**config.mk**
```make
export PLATFORM = sky130hd
export DESIGN_NAME = flight_mode_sequencer_top_flat
export DESIGN_NICKNAME = d
export VERILOG_FILES = /design/src/rtl/fms_pkg.sv /design/src/rtl/fms_tick_if.sv /design/src/rtl/fms_result_if.sv /design/src/rtl/fms_cfg_if.sv /design/src/rtl/fms_cfg_regs.sv /design/src/rtl/fms_step.sv /design/src/rtl/flight_mode_sequencer_top.sv /design/src/flat_wrapper.sv
export SDC_FILE = /design/constraint.sdc
export NUM_CORES = 2
export LEC_CHECK = 0
export ABC_AREA = 1
export BUFFER_PORTS_ARGS = -buffer_cell sky130_fd_sc_hd__buf_2
export CAP_MARGIN = 20
export CORE_MARGIN = 5
export CORE_UTILIZATION = 35
export CTS_CLUSTER_SIZE = 25
export DETAILED_ROUTE_END_ITERATION = 7
export PLACE_DENSITY_LB_ADDON = 0.25
export SLEW_MARGIN = 40
export SYNTH_ARGS = -nofsm -noshare
export SYNTH_HDL_FRONTEND = slang
export SYNTH_SLANG_ARGS = --single-unit
```
**constraint.sdc**
```tcl
create_clock -name clk -period 15.3 [get_ports clk]
set_input_delay 1.53 -clock clk [delete_from_list [all_inputs] [get_ports clk]]
set_output_delay 1.53 -clock clk [all_outputs]
set_load 0.005 [all_outputs]
```
**src/rtl/fms_pkg.sv**
```systemverilog
// flight mode sequencer package: mode and command codes, limits and shared types
// no dependencies; used by every module of the sequencer

package fms_pkg;

    typedef enum logic [2:0] {
        MODE_DISARMED = 3'd0,
        MODE_ARMED    = 3'd1,
        MODE_FLYING   = 3'd2,
        MODE_LAND     = 3'd3,
        MODE_FLIP     = 3'd4
    } mode_t;

    typedef enum logic [2:0] {
        CMD_NONE       = 3'd0,
        CMD_DISARM     = 3'd1,
        CMD_ARM        = 3'd2,
        CMD_ZERO       = 3'd3,
        CMD_FLY        = 3'd4,
        CMD_LAND       = 3'd5,
        CMD_FLIP       = 3'd6,
        CMD_RATE_RESET = 3'd7
    } cmd_t;

    typedef enum logic [2:0] {
        CFG_GYRO_OFS     = 3'd0,
        CFG_ACCEL_OFS    = 3'd1,
        CFG_LINK_TIMEOUT = 3'd2,
        CFG_ARM_THR_MAX  = 3'd3,
        CFG_TAKEOFF_MIN  = 3'd4,
        CFG_FLIP_THR_MIN = 3'd5
    } cfg_idx_t;

    localparam int ACC_W = 50;

    localparam logic [31:0]      LAND_RAMP_MS     = 32'd2500;
    localparam logic [31:0]      LAND_HALF_MS     = 32'd1250;
    localparam logic [16:0]      LAND_STILL_MAX   = 17'd409;
    // floor(x / 25) for x below 43690 as (x * 5243) >> 17
    localparam logic [12:0]      LAND_RECIP       = 13'd5243;
    localparam logic [31:0]      FLIP_MAX_MS      = 32'd800;
    localparam logic [9:0]       FLIP_THROTTLE    = 10'd800;
    localparam logic [ACC_W-1:0] FLIP_TURN_UNITS  = 50'd5760000000;
    localparam logic [ACC_W-1:0] ACC_MAX          = {ACC_W{1'b1}};
    localparam logic [31:0]      FIRST_DT_US      = 32'd1000;
    localparam logic [9:0]       THR_MAX          = 10'd1000;

    localparam logic [15:0] RST_LINK_TIMEOUT = 16'd500;
    localparam logic [9:0]  RST_ARM_THR_MAX  = 10'd50;
    localparam logic [9:0]  RST_TAKEOFF_MIN  = 10'd100;
    localparam logic [9:0]  RST_FLIP_THR_MIN = 10'd300;

    typedef struct packed {
        logic signed [15:0] gyro_x_offset;
        logic signed [15:0] accel_z_offset;
        logic [15:0]        link_timeout_ms;
        logic [9:0]         arm_throttle_max;
        logic [9:0]         takeoff_throttle_min;
        logic [9:0]         flip_throttle_min;
    } cfg_t;

    typedef struct packed {
        logic               pkt_valid;
        logic               arm_switch;
        logic               flip_request;
        logic               land_request;
        logic [9:0]         throttle;
        logic [31:0]        now_ms;
        logic [31:0]        now_us;
        logic signed [15:0] gyro_x_raw;
        logic signed [15:0] accel_z_raw;
    } tick_t;

    typedef struct packed {
        mode_t             mode;
        logic [31:0]       last_packet_ms;
        logic [31:0]       last_tick_us;
        logic [31:0]       land_t0_ms;
        logic [31:0]       flip_t0_ms;
        logic [ACC_W-1:0]  flip_angle_acc;
        logic              tick_seen;
    } state_t;

    typedef struct packed {
        mode_t      mode;
        cmd_t       motor_command;
        logic [9:0] throttle_out;
    } result_t;

endpackage

```
**src/rtl/fms_tick_if.sv**
```systemverilog
// tick channel of the flight mode sequencer: valid/ready plus one control tick word
// no dependencies

interface fms_tick_if;
    logic               valid;
    logic               ready;
    logic               pkt_valid;
    logic               arm_switch;
    logic               flip_request;
    logic               land_request;
    logic [9:0]         throttle;
    logic [31:0]        now_ms;
    logic [31:0]        now_us;
    logic signed [15:0] gyro_x_raw;
    logic signed [15:0] accel_z_raw;

    modport source (
        output valid, pkt_valid, arm_switch, flip_request, land_request,
        output throttle, now_ms, now_us, gyro_x_raw, accel_z_raw,
        input  ready
    );
    modport sink (
        input  valid, pkt_valid, arm_switch, flip_request, land_request,
        input  throttle, now_ms, now_us, gyro_x_raw, accel_z_raw,
        output ready
    );
endinterface

```
**src/rtl/fms_result_if.sv**
```systemverilog
// result channel of the flight mode sequencer: valid/ready plus one motor command word
// no dependencies

interface fms_result_if;
    logic       valid;
    logic       ready;
    logic [2:0] mode;
    logic [2:0] motor_command;
    logic [9:0] throttle_out;

    modport source (
        output valid, mode, motor_command, throttle_out,
        input  ready
    );
    modport sink (
        input  valid, mode, motor_command, throttle_out,
        output ready
    );
endinterface

```
**src/rtl/fms_cfg_if.sv**
```systemverilog
// configuration write channel of the flight mode sequencer: valid/ready, index, data
// no dependencies

interface fms_cfg_if;
    logic        valid;
    logic        ready;
    logic [2:0]  index;
    logic [15:0] data;

    modport source (
        output valid, index, data,
        input  ready
    );
    modport sink (
        input  valid, index, data,
        output ready
    );
endinterface

```
**src/rtl/fms_cfg_regs.sv**
```systemverilog
// configuration register file of the flight mode sequencer
// depends on fms_pkg and fms_cfg_if

module fms_cfg_regs (
    input  logic         clk,
    input  logic         rst_n,
    fms_cfg_if.sink      cfg,
    output fms_pkg::cfg_t regs
);
    import fms_pkg::*;

    cfg_t regs_reg;

    assign cfg.ready = 1'b1;
    assign regs      = regs_reg;

    always_ff @(posedge clk or negedge rst_n)
    begin
        if (!rst_n)
        begin
            regs_reg.gyro_x_offset        <= '0;
            regs_reg.accel_z_offset       <= '0;
            regs_reg.link_timeout_ms      <= RST_LINK_TIMEOUT;
            regs_reg.arm_throttle_max     <= RST_ARM_THR_MAX;
            regs_reg.takeoff_throttle_min <= RST_TAKEOFF_MIN;
            regs_reg.flip_throttle_min    <= RST_FLIP_THR_MIN;
        end
        else if (cfg.valid)
        begin
            unique case (cfg.index)
                CFG_GYRO_OFS:     regs_reg.gyro_x_offset        <= cfg.data;
                CFG_ACCEL_OFS:    regs_reg.accel_z_offset       <= cfg.data;
                CFG_LINK_TIMEOUT: regs_reg.link_timeout_ms      <= cfg.data;
                CFG_ARM_THR_MAX:  regs_reg.arm_throttle_max     <= cfg.data[9:0];
                CFG_TAKEOFF_MIN:  regs_reg.takeoff_throttle_min <= cfg.data[9:0];
                CFG_FLIP_THR_MIN: regs_reg.flip_throttle_min    <= cfg.data[9:0];
                default:
                begin
                end
            endcase
        end
    end

endmodule

```
**src/rtl/fms_step.sv**
```systemverilog
// one control tick of the flight mode sequencer: next state and result word
// depends on fms_pkg

module fms_step (
    input  fms_pkg::tick_t   tick,
    input  fms_pkg::state_t  cur,
    input  fms_pkg::cfg_t    regs,
    output fms_pkg::state_t  nxt,
    output fms_pkg::result_t res
);
    import fms_pkg::*;

    logic [31:0]      dt;
    logic [31:0]      pkt_ms;
    logic [31:0]      since_pkt;
    logic             failsafe;
    logic [16:0]      gyro_diff;
    logic [15:0]      gyro_abs;
    logic [16:0]      accel_diff;
    logic [16:0]      accel_abs;
    logic [47:0]      inc;
    logic [ACC_W-1:0] room;
    logic [ACC_W-1:0] acc_sum;
    logic [31:0]      land_el;
    logic [31:0]      flip_el;
    logic             still;
    logic [11:0]      ramp;
    logic [26:0]      land_prod;
    logic [9:0]       land_thr;
    logic [9:0]       fly_thr;

    // shared datapath
    always_comb
    begin
        dt        = cur.tick_seen ? (tick.now_us - cur.last_tick_us) : FIRST_DT_US;
        pkt_ms    = tick.pkt_valid ? tick.now_ms : cur.last_packet_ms;
        since_pkt = tick.now_ms - pkt_ms;
        failsafe  = (since_pkt > {16'd0, regs.link_timeout_ms}) && (cur.mode != MODE_DISARMED);

        gyro_diff  = {tick.gyro_x_raw[15], tick.gyro_x_raw}
                   - {regs.gyro_x_offset[15], regs.gyro_x_offset};
        gyro_abs   = gyro_diff[16] ? 16'(-gyro_diff) : gyro_diff[15:0];
        accel_diff = {tick.accel_z_raw[15], tick.accel_z_raw}
                   - {regs.accel_z_offset[15], regs.accel_z_offset};
        accel_abs  = accel_diff[16] ? (17'd0 - accel_diff) : accel_diff;
        still      = accel_abs <= LAND_STILL_MAX;

        // saturating flip angle integration
        inc     = {16'd0, gyro_abs} * {16'd0, dt};
        room    = ACC_MAX - cur.flip_angle_acc;
        acc_sum = ({2'd0, inc} > room) ? ACC_MAX : (cur.flip_angle_acc + {2'd0, inc});

        land_el = tick.now_ms - cur.land_t0_ms;
        flip_el = tick.now_ms - cur.flip_t0_ms;

        // (2500 - el) * 400 / 2500 = floor(4 * (2500 - el) / 25)
        ramp      = LAND_RAMP_MS[11:0] - land_el[11:0];
        land_prod = {13'd0, ramp, 2'b00} * {14'd0, LAND_RECIP};
        land_thr  = {1'b0, land_prod[25:17]};

        fly_thr = (tick.throttle > THR_MAX) ? THR_MAX : tick.throttle;
    end

    // mode transitions
    always_comb
    begin
        nxt                = cur;
        nxt.tick_seen      = 1'b1;
        nxt.last_tick_us   = tick.now_us;
        nxt.last_packet_ms = pkt_ms;
        res.motor_command  = CMD_NONE;
        res.throttle_out   = '0;

        if (failsafe)
        begin
            nxt.mode          = MODE_DISARMED;
            res.motor_command = CMD_DISARM;
        end
        else if (tick.pkt_valid)
        begin
            unique case (cur.mode)
                MODE_DISARMED:
                begin
                    if (tick.arm_switch && (tick.throttle < regs.arm_throttle_max))
                    begin
                        nxt.mode          = MODE_ARMED;
                        res.motor_command = CMD_ARM;
                    end
                end
                MODE_ARMED:
                begin
                    if (!tick.arm_switch)
                    begin
                        nxt.mode          = MODE_DISARMED;
                        res.motor_command = CMD_DISARM;
                    end
                    else
                    begin
                        if (tick.throttle > regs.takeoff_throttle_min)
                        begin
                            nxt.mode = MODE_FLYING;
                        end
                        res.motor_command = CMD_ZERO;
                    end
                end
                MODE_FLYING:
                begin
                    if (!tick.arm_switch)
                    begin
                        nxt.mode          = MODE_DISARMED;
                        res.motor_command = CMD_DISARM;
                    end
                    else if (tick.land_request)
                    begin
                        nxt.land_t0_ms = tick.now_ms;
                        nxt.mode       = MODE_LAND;
                    end
                    else if (tick.flip_request && (tick.throttle > regs.flip_throttle_min))
                    begin
                        nxt.flip_angle_acc = '0;
                        nxt.flip_t0_ms     = tick.now_ms;
                        nxt.mode           = MODE_FLIP;
                    end
                    else
                    begin
                        res.motor_command = CMD_FLY;
                        res.throttle_out  = fly_thr;
                    end
                end
                MODE_LAND:
                begin
                    if ((land_el >= LAND_RAMP_MS) || (still && (land_el > LAND_HALF_MS)))
                    begin
                        nxt.mode          = MODE_DISARMED;
                        res.motor_command = CMD_DISARM;
                    end
                    else
                    begin
                        res.motor_command = CMD_LAND;
                        res.throttle_out  = land_thr;
                    end
                end
                MODE_FLIP:
                begin
                    nxt.flip_angle_acc = acc_sum;
                    if ((acc_sum >= FLIP_TURN_UNITS) || (flip_el > FLIP_MAX_MS))
                    begin
                        nxt.mode          = MODE_FLYING;
                        res.motor_command = CMD_RATE_RESET;
                    end
                    else
                    begin
                        res.motor_command = CMD_FLIP;
                        res.throttle_out  = FLIP_THROTTLE;
                    end
                end
                default:
                begin
                    nxt.mode = MODE_DISARMED;
                end
            endcase
        end

        res.mode = nxt.mode;
    end

endmodule

```
**src/rtl/flight_mode_sequencer_top.sv**
```systemverilog
// flight mode sequencer: top level with tick input register, mode state and result register
// depends on fms_pkg, fms_tick_if, fms_result_if, fms_cfg_if, fms_cfg_regs and fms_step
//
// tick: one word per control tick (packet flags, throttle, ms/us timestamps,
//   raw roll gyro and vertical accel), valid/ready, taken when both are high
// result: one word per tick (mode after the tick, motor command, throttle),
//   valid/ready, held stable until taken
// cfg: register writes (index 0..5: gyro offset, accel offset, link timeout, arm max,
//   takeoff min, flip min), always ready; user must write only while idle (not enforced)
// path: a tick is registered at the edge it is taken and the step logic runs
//   from that register, so its result word loads into the result register when
//   the registered tick advances
// throughput: one tick per cycle sustained while result.ready stays high, state and result load together
// reset: rst_n low clears both pipeline valids, puts the mode at disarmed, zeroes
//   the timestamps and flip accumulator, and loads the register defaults
// stall: while the result is not taken, the tick register holds one more word and
//   tick.ready drops only when both are full; nothing is lost or repeated

module flight_mode_sequencer_top (
    input  logic        clk,
    input  logic        rst_n,
    fms_tick_if.sink    tick,
    fms_result_if.source result,
    fms_cfg_if.sink     cfg
);
    import fms_pkg::*;

    cfg_t    regs;
    tick_t   tick_word;
    tick_t   tick_reg;
    logic    tick_valid_reg;
    state_t  state_reg;
    state_t  state_next;
    result_t res_next;
    result_t res_reg;
    logic    res_valid_reg;
    logic    advance;

    // configuration registers
    fms_cfg_regs u_cfg_regs (
        .clk   (clk),
        .rst_n (rst_n),
        .cfg   (cfg),
        .regs  (regs)
    );

    // pack the incoming word
    always_comb
    begin
        tick_word.pkt_valid    = tick.pkt_valid;
        tick_word.arm_switch   = tick.arm_switch;
        tick_word.flip_request = tick.flip_request;
        tick_word.land_request = tick.land_request;
        tick_word.throttle     = tick.throttle;
        tick_word.now_ms       = tick.now_ms;
        tick_word.now_us       = tick.now_us;
        tick_word.gyro_x_raw   = tick.gyro_x_raw;
        tick_word.accel_z_raw  = tick.accel_z_raw;
    end

    // the registered tick moves on when the result register is free or being drained
    assign advance    = tick_valid_reg && (!res_valid_reg || result.ready);
    assign tick.ready = !tick_valid_reg || advance;

    // input register
    always_ff @(posedge clk or negedge rst_n)
    begin
        if (!rst_n)
        begin
            tick_valid_reg <= 1'b0;
        end
        else if (tick.ready)
        begin
            tick_valid_reg <= tick.valid;
        end
    end

    always_ff @(posedge clk)
    begin
        if (tick.valid && tick.ready)
        begin
            tick_reg <= tick_word;
        end
    end

    // per-tick mode and command logic
    fms_step u_step (
        .tick (tick_reg),
        .cur  (state_reg),
        .regs (regs),
        .nxt  (state_next),
        .res  (res_next)
    );

    // sequencer state, committed together with the result word
    always_ff @(posedge clk or negedge rst_n)
    begin
        if (!rst_n)
        begin
            state_reg.mode           <= MODE_DISARMED;
            state_reg.last_packet_ms <= '0;
            state_reg.last_tick_us   <= '0;
            state_reg.land_t0_ms     <= '0;
            state_reg.flip_t0_ms     <= '0;
            state_reg.flip_angle_acc <= '0;
            state_reg.tick_seen      <= 1'b0;
        end
        else if (advance)
        begin
            state_reg <= state_next;
        end
    end

    // result register
    always_ff @(posedge clk or negedge rst_n)
    begin
        if (!rst_n)
        begin
            res_valid_reg <= 1'b0;
        end
        else if (advance)
        begin
            res_valid_reg <= 1'b1;
        end
        else if (result.ready)
        begin
            res_valid_reg <= 1'b0;
        end
    end

    always_ff @(posedge clk)
    begin
        if (advance)
        begin
            res_reg <= res_next;
        end
    end

    assign result.valid         = res_valid_reg;
    assign result.mode          = res_reg.mode;
    assign result.motor_command = res_reg.motor_command;
    assign result.throttle_out  = res_reg.throttle_out;

endmodule
```
**src/flat_wrapper.sv**
```systemverilog
// flat-port wrapper written by rule: the top's interface ports become plain ports
module flight_mode_sequencer_top_flat import fms_pkg::*;
  (clk, rst_n, tick_valid, tick_pkt_valid, tick_arm_switch, tick_flip_request, tick_land_request, tick_throttle, tick_now_ms, tick_now_us, tick_gyro_x_raw, tick_accel_z_raw, tick_ready, result_valid, result_mode, result_motor_command, result_throttle_out, result_ready, cfg_valid, cfg_index, cfg_data, cfg_ready);
  fms_tick_if tick_i ();
  fms_result_if result_i ();
  fms_cfg_if cfg_i ();
  input  logic clk;
  input  logic rst_n;
  input wire logic [$bits(tick_i.valid)-1:0] tick_valid;
  input wire logic [$bits(tick_i.pkt_valid)-1:0] tick_pkt_valid;
  input wire logic [$bits(tick_i.arm_switch)-1:0] tick_arm_switch;
  input wire logic [$bits(tick_i.flip_request)-1:0] tick_flip_request;
  input wire logic [$bits(tick_i.land_request)-1:0] tick_land_request;
  input wire logic [$bits(tick_i.throttle)-1:0] tick_throttle;
  input wire logic [$bits(tick_i.now_ms)-1:0] tick_now_ms;
  input wire logic [$bits(tick_i.now_us)-1:0] tick_now_us;
  input wire logic [$bits(tick_i.gyro_x_raw)-1:0] tick_gyro_x_raw;
  input wire logic [$bits(tick_i.accel_z_raw)-1:0] tick_accel_z_raw;
  output wire logic [$bits(tick_i.ready)-1:0] tick_ready;
  output wire logic [$bits(result_i.valid)-1:0] result_valid;
  output wire logic [$bits(result_i.mode)-1:0] result_mode;
  output wire logic [$bits(result_i.motor_command)-1:0] result_motor_command;
  output wire logic [$bits(result_i.throttle_out)-1:0] result_throttle_out;
  input wire logic [$bits(result_i.ready)-1:0] result_ready;
  input wire logic [$bits(cfg_i.valid)-1:0] cfg_valid;
  input wire logic [$bits(cfg_i.index)-1:0] cfg_index;
  input wire logic [$bits(cfg_i.data)-1:0] cfg_data;
  output wire logic [$bits(cfg_i.ready)-1:0] cfg_ready;
  assign tick_i.valid = tick_valid;
  assign tick_i.pkt_valid = tick_pkt_valid;
  assign tick_i.arm_switch = tick_arm_switch;
  assign tick_i.flip_request = tick_flip_request;
  assign tick_i.land_request = tick_land_request;
  assign tick_i.throttle = tick_throttle;
  assign tick_i.now_ms = tick_now_ms;
  assign tick_i.now_us = tick_now_us;
  assign tick_i.gyro_x_raw = tick_gyro_x_raw;
  assign tick_i.accel_z_raw = tick_accel_z_raw;
  assign tick_ready = tick_i.ready;
  assign result_valid = result_i.valid;
  assign result_mode = result_i.mode;
  assign result_motor_command = result_i.motor_command;
  assign result_throttle_out = result_i.throttle_out;
  assign result_i.ready = result_ready;
  assign cfg_i.valid = cfg_valid;
  assign cfg_i.index = cfg_index;
  assign cfg_i.data = cfg_data;
  assign cfg_ready = cfg_i.ready;
  flight_mode_sequencer_top u_core (.clk(clk), .rst_n(rst_n), .tick(tick_i), .result(result_i), .cfg(cfg_i));
endmodule
```
==> results by group <==
CTS
  – Worst-skew pair later-pin latency: ~0.65 ns
  – Root buffer cell: clkbuf_16
  – Num CTS Buffers: 49
  – Hold_buf cts: 0
  – CTS tree: done
  – H-tree depth: 2
  – CTS max path bufs: 3
  – Worst-path clk slew: roughly 0.06 ns
  – Post-CTS Resized: 0
  – Num Clock Sinks: 388
  – Post-CTS setup buffers: 0

Final layout
  – Non-Filler Cell Area, Final: ~0.055 mm2
  – Share of cells above drive strength 1: 0.0659
  – Syn-to-layout area delta: 9.30%
  – Commonest non-fill, non-tap cells in the layout: nand2_1, inv_1, nor2_1
  – Max reg flops: 182
  – FILL cells: 15000
  – Multi-input gate area: 0.0336 mm2
  – Final nets: ~8000
  – Commonest non-fill, non-tap cell in the layout: nand2_1
  – ANT cells: 0
  – Final design utilization: 0.385
  – Reg area: 0.0104 mm2

Global routing
  – Initial antenna violation count: 3
  – Global Route Usage Sum: 0.210
  – Largest net degree at the start of global routing: 123
  – Number of global-route vias before repair: approximately 44000
  – Gr ovfl total: 0
  – First-pass GRT wire length: 250 mm

Die
  – Die W: 388 um
  – Die height: ~390 um
  – Die area: ~0.15 mm2
  – Total I/O pin count: ~150
  – Core area: 0.142 mm2
  – Num rows: 138
  – Starting density of the core: 0.352

Placed design
  – Port Buffer Count: 151
  – GP Congestion: 0.918
  – Pre-CTS setup slack: 1.54 ns
  – HPWL Detailed: between 100 and 150 mm
  – Area post-placement: ~0.053 mm2

Setup path
  – WS Path Type: flip-flop to flip-flop
  – CP endpoint kind: flip-flop
  – Worst reg2reg setup slack: around 1.1 ns
  – Critical-path top delay cell: inv_1
  – Max stage delay on crit path: 0.71 ns
  – CP Launch Type: flip-flop
  – Buf/Inv on CP: 11
  – CP required: 15.82 ns
  – RR Startpoint: u_core.u_cfg_regs.regs[62]
  – Max FO, Critical Path: 53
  – RR Endpoint: u_core.result.throttle_out[8]
  – Crit path DAT: between 10 and 15 ns
  – Most frequent CP cell: inv_1
  – Delay-heaviest family, CP: adder cells
  – Reg2reg path depth: 55

Logic synthesis
  – Post-synth EDFFs: approximately 130
  – Mapped Nets: 7923
  – Yosys reg bits: between 300 and 400
  – Avg Inst Size Synth: 7.27 um2
  – Cells after Synth: between 6000 and 7000
  – Largest area contributor in the netlist: fa_1
  – Top FF cell, synth: dfrtp_1
  – FFs w/ async S/R, synth: 0.675
  – Count of different cell masters after synthesis: 66
  – Cell area after synthesis: 0.0499 mm2
  – Area contributors post-synth: fa_1, nand2_1, dfrtp_1, ha_1, inv_1
  – Seq/Total Area, Yosys: 0.207
  – Ys Warns: 0
  – Synth top area share: 0.188

Timing
  – Final setup viols: 0
  – Final Cycle Share: 0.929
  – Final Hold Vio Count: 0
  – Unrepaired setup endpoints after global routing: no
  – Total negative setup slack: 0 ns
  – Worst setup margin: approximately 1.1 ns
  – F_max: 70.3 MHz
  – Number of max-slew violations in the final report: 0
  – Worst Tran Pin Value: 0.912 ns
  – Slew HR: 0.391
  – Layout Skew: about 0.029 ns
  – Final min period: between 10 and 15 ns

Route
  – Starting DRC count in detailed routing: around 3100
  – Via density: 4.94
  – Wire length per cell: 17.8 um
  – Drt drc: 0
  – Pre-antenna DRT Iters: 6
  – DR vias: 43900
  – Drt total wl: around 160 mm
  – Final ANT Viol Nets: 0

Worst hold path
  – Hold_sp: u_core.state_reg[84]
  – Min-Delay Endpoint: u_core.state_reg[84]
  – Hold path cells: 2
  – Hold Crit Class: flip-flop to flip-flop

Outcome
  – Status: complete, no violations

Job
  – Max-cap violations: 0
==> final cells by class <==
cell class | count | area share
tap | 1890 | 0.0433
clock inverter | 34 | 0.00800
multi-input combinational | 4911 | 0.616
sequential | 388 | 0.190
clock buffer | 58 | 0.0235
inverter | 1416 | 0.0974
timing repair buffer | 199 | 0.0219
==> worst max path at each step <==
stage / from / end / cells past startpoint
floorplan: u_core.u_cfg_regs.regs[62] / u_core.result.mode[1] / 62
global placement: u_core.u_cfg_regs.regs[62] / u_core.result.throttle_out[8] / 55
detailed placement: u_core.u_cfg_regs.regs[62] / u_core.result.throttle_out[8] / 55
CTS: u_core.u_cfg_regs.regs[62] / u_core.result.throttle_out[8] / 55
global route: u_core.tick_reg[16] / u_core.state_reg[181] / 54
finish: u_core.u_cfg_regs.regs[62] / u_core.result.throttle_out[8] / 55
==> worst reg2reg max path: cells and delay by family (launching register included) <==
family / cells / cell delay (ns)
fa+ha+maj: 10 / 4.53
simple gates: 17 / 3.05
compound gates: 16 / 3.38
flops: 1 / 0.38
buf+inv: 11 / 2.51
xor+xnor: 1 / 0.23
==> per-layer routing <==
metal | vias up | wire length (um) | global-route usage
met3 | 231 | 8760 | 0.0254
met1 | 21000 | 70100 | 0.281
met2 | 1145 | 74800 | 0.358
met4 | 0 | 5070 | 0.0621
met5 | - | 0 | 0
li1 | 21500 | - | -
==> Yosys cell counts, types with 36 or more instances <==
master / instances
a21oi_1: 313
clkbuf_1: 108
dfrtp_1: 246
edfxtp_1: 126
fa_1: 470
ha_1: 452
inv_1: 1395
nand2_1: 1899
nand3_1: 239
nand4_1: 70
nor2_1: 553
nor3_1: 36
o21ai_0: 356
o21ai_1: 47
o21ai_2: 60
xnor2_1: 52
xor2_1: 104
==> logic make-up (layout without fill, tap and decap cells) <==
logic type / count (synthesis) / in the layout / synth area share
buffers and inverters: 1568 / 1707 / 0.121
AOI/OAI and AO/OA: 923 / 923 / 0.105
adders and majority gates: 922 / 922 / 0.302
and+or+nand+nor: 2908 / 2908 / 0.237
xor gates and xnor gates: 157 / 157 / 0.0277
other: 1 / 1 / 0.0000751
DFF: 388 / 388 / 0.207
==> through the flow <==
step                      instances  hold WS [ns]
after global routing           8896         0.493
after floorplan                6867         0.448
after global placement         8802         0.462
final                          8896         0.479
after detailed placement       8802         0.468
after CTS                      8894         0.483
Power is left out: the tool's default activity adds up to more than one toggle a clock period on the data nets, which glitch-free logic cannot reach.
